[src/rtl/lpht_ram.sv]
module lpht_ram #(
  parameter int WIDTH = 8,
  parameter int DEPTH = 256
) (
  input  logic                     clk,
  input  logic                     we,
  input  logic [$clog2(DEPTH)-1:0] waddr,
  input  logic [WIDTH-1:0]         wdata,
  input  logic [$clog2(DEPTH)-1:0] raddr,
  output logic [WIDTH-1:0]         rdata
);

  logic [WIDTH-1:0] mem [DEPTH];

  always_ff @(posedge clk) begin
    if (we) begin
      mem[waddr] <= wdata;
    end
    rdata <= mem[raddr];
  end

endmodule

[config.mk]
export PLATFORM = sky130hd
export DESIGN_NAME = lpht_ram
export DESIGN_NICKNAME = d
export VERILOG_FILES = /design/src/rtl/lpht_ram.sv
export SDC_FILE = /design/constraint.sdc
export NUM_CORES = 2
export LEC_CHECK = 0
export BUFFER_PORTS_ARGS = -buffer_cell sky130_fd_sc_hd__buf_2
export CAP_MARGIN = 20
export CELL_PAD_IN_SITES_DETAIL_PLACEMENT = 1
export CELL_PAD_IN_SITES_GLOBAL_PLACEMENT = 2
export CORE_MARGIN = 8
export CORE_UTILIZATION = 45
export CTS_CLUSTER_SIZE = 14
export DETAILED_ROUTE_END_ITERATION = 6
export PLACE_DENSITY = 0.8
export REMOVE_ABC_BUFFERS = 1
export SKIP_LAST_GASP = 1
export SYNTH_ARGS = -nofsm -noshare
export SYNTH_HDL_FRONTEND = slang
export SYNTH_SLANG_ARGS = --single-unit
[constraint.sdc]
create_clock -name clk -period 2.55 [get_ports clk]
set_input_delay 0.3825 -clock clk [delete_from_list [all_inputs] [get_ports clk]]
set_output_delay 0.3825 -clock clk [all_outputs]
set_load 0.02 [all_outputs]
==> flow_summary.toml <==
[grt]
grt_max_degree = 93
grt_pass1_wl_mm = 325
gr-total-overflow = 0
grt_pass1_vias = 44600
antenna_found_initial = 18
grt_util_all_layers_pct = 23.2

[job]
cap_violations = 0

[clock_network]
clk_path_buf_depth = 3
worstSkewPairLatency_ps = 850
h-tree-depth = 4
clkSinkCount = 2056
clk_pin_slew_ps = 60
post_cts_buffers = 0
numCtsBuffers = 203
ctsRootBufferMaster = "clkbuf_16"
cts_tree = "built"

[logic_synthesis]
yosysTopAreaCell = "edfxtp_1"
synth_area_mm2 = 0.0796
synth_edf_count = 2048
synthCells = 3733
avgSynthCellArea_um2 = 21.3
ys_seq_area_share_pct = 77.5
netlist.area_leader.share_pct = 77.3
synth_ff_type = "edfxtp_1"
synth.area.top_cells = "edfxtp_1 (77%), mux4_2 (13%), mux2i_1 (1.7%)"
yosys_warnings = 0
async_flop_share_pct = 0
synth_cell_types = 55
ys_ff_latch = 2056

[finish]
drive_gt1_share_pct = 32.7
multiInputGateArea_mm2 = 0.0166
fin_cells = 6960
final_common_cell = "edfxtp_1"
utilization_pct = 53.6
final_cell_mix = "edfxtp_1 (2048), buf_4 (634), mux4_2 (454)"
final_nets = 4475
synthToLayoutAreaGrowth_pct = 18.5
regArea_mm2 = 0.0617
fill_cells = 15400

[placement]
gp_congestion = 0.814
dp_cells = 6581
dpl_worst_slack_ps = -1430
io_buffers = 33
dp_hpwl_mm = 145

[outcome]
outcome = "finished clean"

[sta]
timing.final.hold_violations = 0
fin_skew_ps = 39.8
clock.fmax_mhz = 394
finalSetupViolCount = 0
layout_setup_ws_ps = 12.4
period_minus_slack_ps = 2540
drv_slew = 0
rsz0062_at_grt = "no"
slew_headroom_pct = 25.5
tightestPinTransition_ps = 1090
fin_crit_sh_pct = 99.5

[pwr]
power.density_mw_per_mm2 = 750
vdd_drop_max_mv = 0.651
leakagePower_nw = 30.6

[min_path]
hold_class = "primary input to flop"

[critical_path]
crit_path_start_kind = "flop"
crit_type = "flop to flop"
cp_slowest_cell = "mux4_2"
crit_chain = "mux4_2 -> a22o_1 -> a221oi_1 -> o221ai_1 -> a211oi_2 -> buf_4 -> nor4_1"
crit_path_end_kind = "flop"
critPathMaxStageDelay_ps = 470
required_ps = 3280
critPathMaxFanout = 1
worstPathArrival_ps = 3270

[detailed_routing]
drtIter0Drc = 4813
dr_total_vias = 42200
drt_first_pass_iters = 5
detail-route-antenna-nets = 0
drt_wl_total_mm = 226
drc = 0
wl_per_cell_um = 32.4
viasPerCell = 6.06

[floorplanning]
dieArea_mm2 = 0.191
pin_count = 34
rows = 154
start_util_pct = 45.2
die_y_um = 436
die_width_um = 436
coreArea_mm2 = 0.176
==> per-layer routing <==
metal	up-vias	track usage, %	part of all wire, %
li1	17100	-	-
met1	22700	30.6	39
met2	1937	38.9	50
met3	423	4.15	7.7
met4	6	8.56	4.1
met5	-	0	0.012
==> registers in the layout, summed over array words and instances, names as in the netlist <==
name / flops
mem: 2048
rdata: 8
==> critical path: cells and delay by family, from the launching register on <==
family                 cells  cell delay (ps)
multiplexers               1              470
buffers and inverters      1              200
AND/OR/NAND/NOR            1               40
AO/OA/AOI/OAI              4             1340
flip-flops                 1              360
==> cells in the mapped netlist, types with 2 or more instances <==
| cell type | count |
|---|---|
| a2111oi_1 | 2 |
| buf_12 | 8 |
| a221oi_1 | 13 |
| nor4_2 | 3 |
| a2111oi_0 | 2 |
| o21ai_0 | 10 |
| edfxtp_1 | 2048 |
| a21oi_1 | 96 |
| nor4_1 | 24 |
| a211oi_1 | 16 |
| nand4_1 | 10 |
| buf_2 | 31 |
| mux2i_1 | 134 |
| a22oi_1 | 133 |
| a311oi_1 | 2 |
| a22o_1 | 8 |
| and2_1 | 6 |
| or2_2 | 4 |
| nand2b_1 | 8 |
| and3b_1 | 2 |
| a31oi_1 | 2 |
| nor3_1 | 22 |
| clkbuf_1 | 111 |
| dfxtp_1 | 8 |
| nand2_1 | 33 |
| o221ai_1 | 46 |
| nor2b_1 | 31 |
| nand3_1 | 34 |
| o32ai_1 | 4 |
| buf_6 | 21 |
| buf_8 | 13 |
| buf_4 | 27 |
| o211ai_1 | 10 |
| o22ai_1 | 28 |
| nand3b_1 | 2 |
| mux4_1 | 2 |
| mux4_2 | 454 |
| o21ai_1 | 2 |
| o22a_1 | 5 |
| buf_1 | 22 |
| nor2_1 | 282 |
==> what timing repair did <==
item,4_1_cts,5_1_grt
hold buffers,2,0
resized for setup,15,6
setup endpoints to repair,7,6
cloned,0,1
endpoints found under the hold margin,73,0
pin swaps,1,0
==> final timing paths <==
check | startpoint | to | slack, ps | cells past startpoint
hold reg to reg | mem[32][5] | rdata[5] | 1110 | 7
hold / removal | wdata[1] | mem[56][1] | 80 | 1
setup / recovery | mem[26][3] | rdata[3] | 10 | 7
setup reg to reg | mem[26][3] | rdata[3] | 10 | 7
==> cell families (layout without fill, tap and decap cells) <==
logic type | after synthesis | after routing | synth area share [%]
flops | 2056 | 2056 | 77.5
mux | 591 | 591 | 14.6
simple gates | 466 | 466 | 2.63
compound gates | 385 | 385 | 3.42
buf+inv | 235 | 1118 | 1.83
other cells | 0 | 4 | 0
==> where the power goes <==
group          switching, mW  internal [mW]
Clock                   12.8           16.5
Combinational           2.46           1.61
Sequential            0.0921           37.2
==> cell type report <==
type | instances | area share (%)
Timing Repair Buffer | 744 | 6.99
Clock buffer | 254 | 5.71
Inverter | 2 | 0.00796
Antenna cell | 4 | 0.0106
Tap cell | 2340 | 3.10
Multi-Input combinational cell | 1442 | 17.6
Clock inverter | 118 | 1.14
Sequential cell | 2056 | 65.4
==> stage by stage <==
step / cell area (µm²) / power [mW] / hold WS (ps) / setup TNS [ps]
final: 94300 / 70.7 / 79.0 / 0
after global routing: 94300 / 72.3 / 65.9 / 0
after CTS: 94200 / 71.2 / 20.0 / -28.1
after detailed placement: 87600 / 42.1 / 806 / -8470
after global placement: 87600 / 41.9 / 803 / -8230
after floorplan: 78100 / 39.3 / 481 / -1600
Power figures use the tool's default switching activity.
