===== config.mk =====
export PLATFORM = sky130hd
export DESIGN_NAME = lpht_probe
export DESIGN_NICKNAME = d
export VERILOG_FILES = /design/src/rtl/lpht_pkg.sv /design/src/rtl/lpht_probe.sv
export SDC_FILE = /design/constraint.sdc
export NUM_CORES = 1
export LEC_CHECK = 0
export BUFFER_PORTS_ARGS = -buffer_cell sky130_fd_sc_hd__buf_2
export CAP_MARGIN = 10
export CORE_ASPECT_RATIO = 0.9
export CORE_UTILIZATION = 45
export CTS_BUF_LIST = sky130_fd_sc_hd__clkbuf_2
export DETAILED_ROUTE_END_ITERATION = 6
export PLACE_DENSITY = 0.82
export SKIP_LAST_GASP = 1
export SLEW_MARGIN = 25
export SYNTH_ARGS = -nofsm -noshare
export SYNTH_HDL_FRONTEND = slang
export SYNTH_SLANG_ARGS = --single-unit
export TNS_END_PERCENT = 30

===== constraint.sdc =====
create_clock -name clk -period 3.1 [get_ports clk]
set_input_delay 0.62 -clock clk [delete_from_list [all_inputs] [get_ports clk]]
set_output_delay 0.62 -clock clk [all_outputs]
set_load 0.02 [all_outputs]

===== src/rtl/lpht_pkg.sv =====
package lpht_pkg;

  localparam int SLOT_COUNT = 256;
  localparam int SLOT_W     = $clog2(SLOT_COUNT);
  localparam int CNT_W      = 9;
  localparam int KEY_W      = 32;
  localparam int VAL_W      = 64;
  localparam logic [CNT_W-1:0] LIMIT_RST = CNT_W'(192);

  typedef enum logic [1:0] {
    ACT_GET = 2'd0,
    ACT_SET = 2'd1,
    ACT_DEL = 2'd2
  } action_t;

  typedef enum logic [1:0] {
    MARK_EMPTY = 2'd0,
    MARK_LIVE  = 2'd1,
    MARK_TOMB  = 2'd2
  } mark_t;

  // one slot as held in the slot memory
  typedef struct packed {
    mark_t            mark;
    logic [KEY_W-1:0] key;
    logic [VAL_W-1:0] value;
  } slot_word_t;

  // outcome of a probe walk, valid while done is high
  typedef struct packed {
    logic              done;
    logic              found;
    logic              have_empty;
    logic              have_tomb;
    logic [SLOT_W-1:0] tomb_at;
    logic [SLOT_W-1:0] at;
  } probe_res_t;

endpackage


===== src/rtl/lpht_probe.sv =====
module lpht_probe (
  input  logic                          clk,
  input  logic                          rst_n,
  input  logic                          launch,
  input  logic [lpht_pkg::SLOT_W-1:0]   launch_addr,
  input  logic [lpht_pkg::KEY_W-1:0]    key,
  input  lpht_pkg::mark_t               cur_mark,
  input  logic [lpht_pkg::KEY_W-1:0]    cur_key,
  output logic [lpht_pkg::SLOT_W-1:0]   rd_addr,
  output logic [lpht_pkg::SLOT_W-1:0]   cmp_addr,
  output logic                          busy,
  output lpht_pkg::probe_res_t          res
);

  typedef enum logic {
    P_IDLE,
    P_WALK
  } pstate_t;

  pstate_t                     state_r, state_nxt;
  logic [lpht_pkg::SLOT_W-1:0] cmp_addr_r, cmp_addr_nxt;
  logic [lpht_pkg::SLOT_W-1:0] visited_r, visited_nxt;
  logic                        have_tomb_r, have_tomb_nxt;
  logic [lpht_pkg::SLOT_W-1:0] tomb_addr_r, tomb_addr_nxt;

  logic is_empty, is_tomb, is_match, is_last, stop;

  always_comb begin
    is_empty = 1'b0;
    is_tomb  = 1'b0;
    is_match = 1'b0;
    case (cur_mark)
      lpht_pkg::MARK_EMPTY: is_empty = 1'b1;
      lpht_pkg::MARK_LIVE:  is_match = (cur_key == key);
      lpht_pkg::MARK_TOMB:  is_tomb  = 1'b1;
      default:              is_empty = 1'b1;
    endcase
    is_last = (visited_r == lpht_pkg::SLOT_W'(lpht_pkg::SLOT_COUNT - 1));
    stop    = is_empty | is_match | is_last;
  end

  // next slot is read speculatively while the current one is checked
  assign rd_addr  = launch ? launch_addr : cmp_addr_r + 1'b1;
  assign cmp_addr = cmp_addr_r;
  assign busy     = (state_r == P_WALK);

  always_comb begin
    res.done       = (state_r == P_WALK) && stop;
    res.found      = is_match;
    res.have_empty = is_empty;
    res.have_tomb  = have_tomb_r | is_tomb;
    res.tomb_at    = have_tomb_r ? tomb_addr_r : cmp_addr_r;
    res.at         = cmp_addr_r;
  end

  always_comb begin
    state_nxt     = state_r;
    cmp_addr_nxt  = cmp_addr_r;
    visited_nxt   = visited_r;
    have_tomb_nxt = have_tomb_r;
    tomb_addr_nxt = tomb_addr_r;
    case (state_r)
      P_IDLE: begin
        if (launch) begin
          state_nxt     = P_WALK;
          cmp_addr_nxt  = launch_addr;
          visited_nxt   = '0;
          have_tomb_nxt = 1'b0;
        end
      end
      P_WALK: begin
        if (stop) begin
          state_nxt = P_IDLE;
        end else begin
          cmp_addr_nxt = cmp_addr_r + 1'b1;
          visited_nxt  = visited_r + 1'b1;
          if (is_tomb && !have_tomb_r) begin
            have_tomb_nxt = 1'b1;
            tomb_addr_nxt = cmp_addr_r;
          end
        end
      end
      default: state_nxt = P_IDLE;
    endcase
  end

  always_ff @(posedge clk) begin
    if (!rst_n) begin
      state_r     <= P_IDLE;
      have_tomb_r <= 1'b0;
    end else begin
      state_r     <= state_nxt;
      have_tomb_r <= have_tomb_nxt;
    end
    cmp_addr_r  <= cmp_addr_nxt;
    visited_r   <= visited_nxt;
    tomb_addr_r <= tomb_addr_nxt;
  end

endmodule


==> metrics.cfg <==
[timing]
rsz0062_at_grt=false
fin_tns_setup_ns=0
fmax_ghz=0.358
slew_headroom_pct=35.6
fin_crit_sh_pct=90.0
fin_crit_ns=2.79
final_max_slew_viol_count=0
hold_viol_final=0
finalSetupViolations=0
tightest_slew_ns=0.958
skew_ns=0.00264

[cts]
cts_tree=done
clockBufferDepth=2
cts-resized-gates=0
cts_hold_buf=0
root_buffer=clkbuf_2
numCtsBuffers=3
cts.clk_slew.worst_paths_ns=0.24
htreeDepth=1
cts.sinks=26
post-cts-setup-buffers=0
clock_latency_ns=0.35

[detailed_routing]
first_pass_iters=4
ant_nets=0
wl_um=4730
viasPerCell=5.22
drc_errors=0
initialDrtViolationCount=81
wl_per_cell_um=13.6
vias=1816

[power_and_ir_drop]
p_leak_nw=1.20
powerDensity_nw_per_um2=386
ir_drop_mv=0.162
p_total_mw=0.979

[global_route]
antenna_found_initial=0
grt_overflow=0
grt_start_max_net_pins=27
grt_pass1_wl_um=7790
grt_usage_pct=21.2
grt_pass1_vias=1740

[yosys]
syn_area_um2=1970
synth-seq-cells=26
synth.avg_cell_area_um2=10.0
synthCells=196
synthesis.nets=277
synth-seq-area-share_pct=38.7
synth.yosys.warnings=0
ys_types=31

[setup_path]
cp.arrival_ns=2.17
rr_endpoint=tomb_addr_r[5]$_DFFE_PP_
critPathMaxFanout=4
cp-end-kind=output pin
rrSetupSlack_ns=1.01
critPathLaunchType=input pin
reg2reg_depth=4
cp-startpoint=cur_mark[1]
cp_data_required_time_ns=2.48
timing.rr.start=visited_r[0]$_SDFFCE_PN0P_
worstSetupPathType=input pin to output pin

[min_path]
hold_end=busy$_SDFF_PN0_
worstHoldStart=rst_n
hold_path.class=input pin to flop
whs_path_depth=2

[floorplan]
io_pins=114
core_um2=4130
die-area_um2=4640
die_x_um=71.7
fp-row-count=22
die_y_um=64.7
start_util_pct=47.6

[place]
gp_congestion=0.875
place_area_um2=2520
place_hpwl_um=3820
io_buffers=113

[final_layout]
n_antenna_cell=0
final_common_cell=buf_2
fillers=350
final_cell_mix=buf_2, xor2_1, edfxtp_1
final_util_pct=61.5
post-route-cell-area_um2=2540
drive_gt1_share_pct=44.7
area_growth_pct=29.1
fin_nets=382

[job]
max-cap-violations=0

[outcome]
status=finished, final reports clean

metal layers:
metal	global-route usage [%]	vias up	part of all wire (%)
li1	-	894	-
met1	26.9	869	44
met2	38.6	48	51
met3	2.33	5	3.7
met4	4.90	0	0.78
met5	0	-	0
per-stage QoR:
step | hold WS [ns] | std cells | setup WS (ns)
floorplan | 0.581 | 196 | 0.560
global placement | 0.533 | 344 | 0.339
detailed placement | 0.544 | 344 | 0.301
CTS | 0.518 | 348 | 0.294
global route | 0.514 | 348 | 0.192
finish | 0.512 | 348 | 0.309
state kept, by name (all words and copies together), names as in the netlist:
name         count
have_tomb_r      1
visited_r        8
cmp_addr         8
busy             1
tomb_addr_r      8
critical path, stage by stage:
cell       delay (ns)
buf_2            0.10
inv_1            0.04
ha_1             0.19
o2111ai_1        0.13
or4b_4           0.55
nor3_4           0.23
o21a_1           0.15
buf_2            0.15
power by group:
part	switching [mW]	total, mW	internal, mW
clock	0.101	0.129	0.0280
combinational	0.217	0.377	0.160
sequential	0.0428	0.473	0.431
total	0.361	0.979	0.618
synthesized netlist by cell type:
cell | n | share of area (%)
a21boi_0 | 1 | 0.38
a21boi_1 | 1 | 0.38
a21oi_1 | 6 | 1.5
and2_1 | 7 | 2.2
and3_1 | 2 | 0.64
buf_4 | 10 | 3.8
clkbuf_1 | 5 | 0.95
dfxtp_1 | 2 | 2.0
edfxtp_1 | 24 | 37
ha_1 | 4 | 2.5
inv_1 | 9 | 1.7
mux2_2 | 12 | 6.9
mux2i_1 | 6 | 3.1
nand2_1 | 8 | 1.5
nand2b_1 | 3 | 0.95
nand3_1 | 9 | 2.3
nand4_1 | 5 | 1.6
nor2_1 | 11 | 2.1
nor2b_1 | 1 | 0.32
nor3_1 | 3 | 0.76
nor3_4 | 1 | 0.83
nor4_1 | 13 | 4.1
nor4b_1 | 1 | 0.45
o2111ai_1 | 1 | 0.45
o21a_1 | 1 | 0.38
o21ai_0 | 3 | 0.76
o21ai_1 | 2 | 0.51
or2_2 | 1 | 0.32
or4b_4 | 1 | 0.70
xnor2_1 | 5 | 2.2
xor2_1 | 38 | 17
area by class of cell:
cell class / instances / area, µm² / area share (%)
clock buffer: 3 / 15.0 / 0.591
clock inverter: 1 / 3.75 / 0.148
inverter: 9 / 33.8 / 1.33
multi-input combinational: 146 / 1080 / 42.7
sequential: 26 / 761 / 30.0
tap: 48 / 60.1 / 2.37
timing repair buffer: 115 / 581 / 22.9
kinds of logic after synthesis:
group                    count (synthesis)  synth area share [%]
AO/OA/AOI/OAI                           15                  4.39
flip-flops                              26                  38.7
multiplexers                            18                  9.92
XOR/XNOR                                43                  19.1
AND/OR/NAND/NOR                         66                  18.8
buffers and inverters                   24                  6.49
adder cells (fa/ha/maj)                  4                  2.54
worst max-delay path by stage:
stage | endpoint | slack [ns] | cells after the start
after floorplan | res[19] | 0.56 | 6
after global placement | res[19] | 0.34 | 8
after detailed placement | res[19] | 0.30 | 8
after CTS | res[19] | 0.29 | 8
after global routing | res[19] | 0.19 | 8
final | res[19] | 0.31 | 8
(Power assumes the default switching activity.)
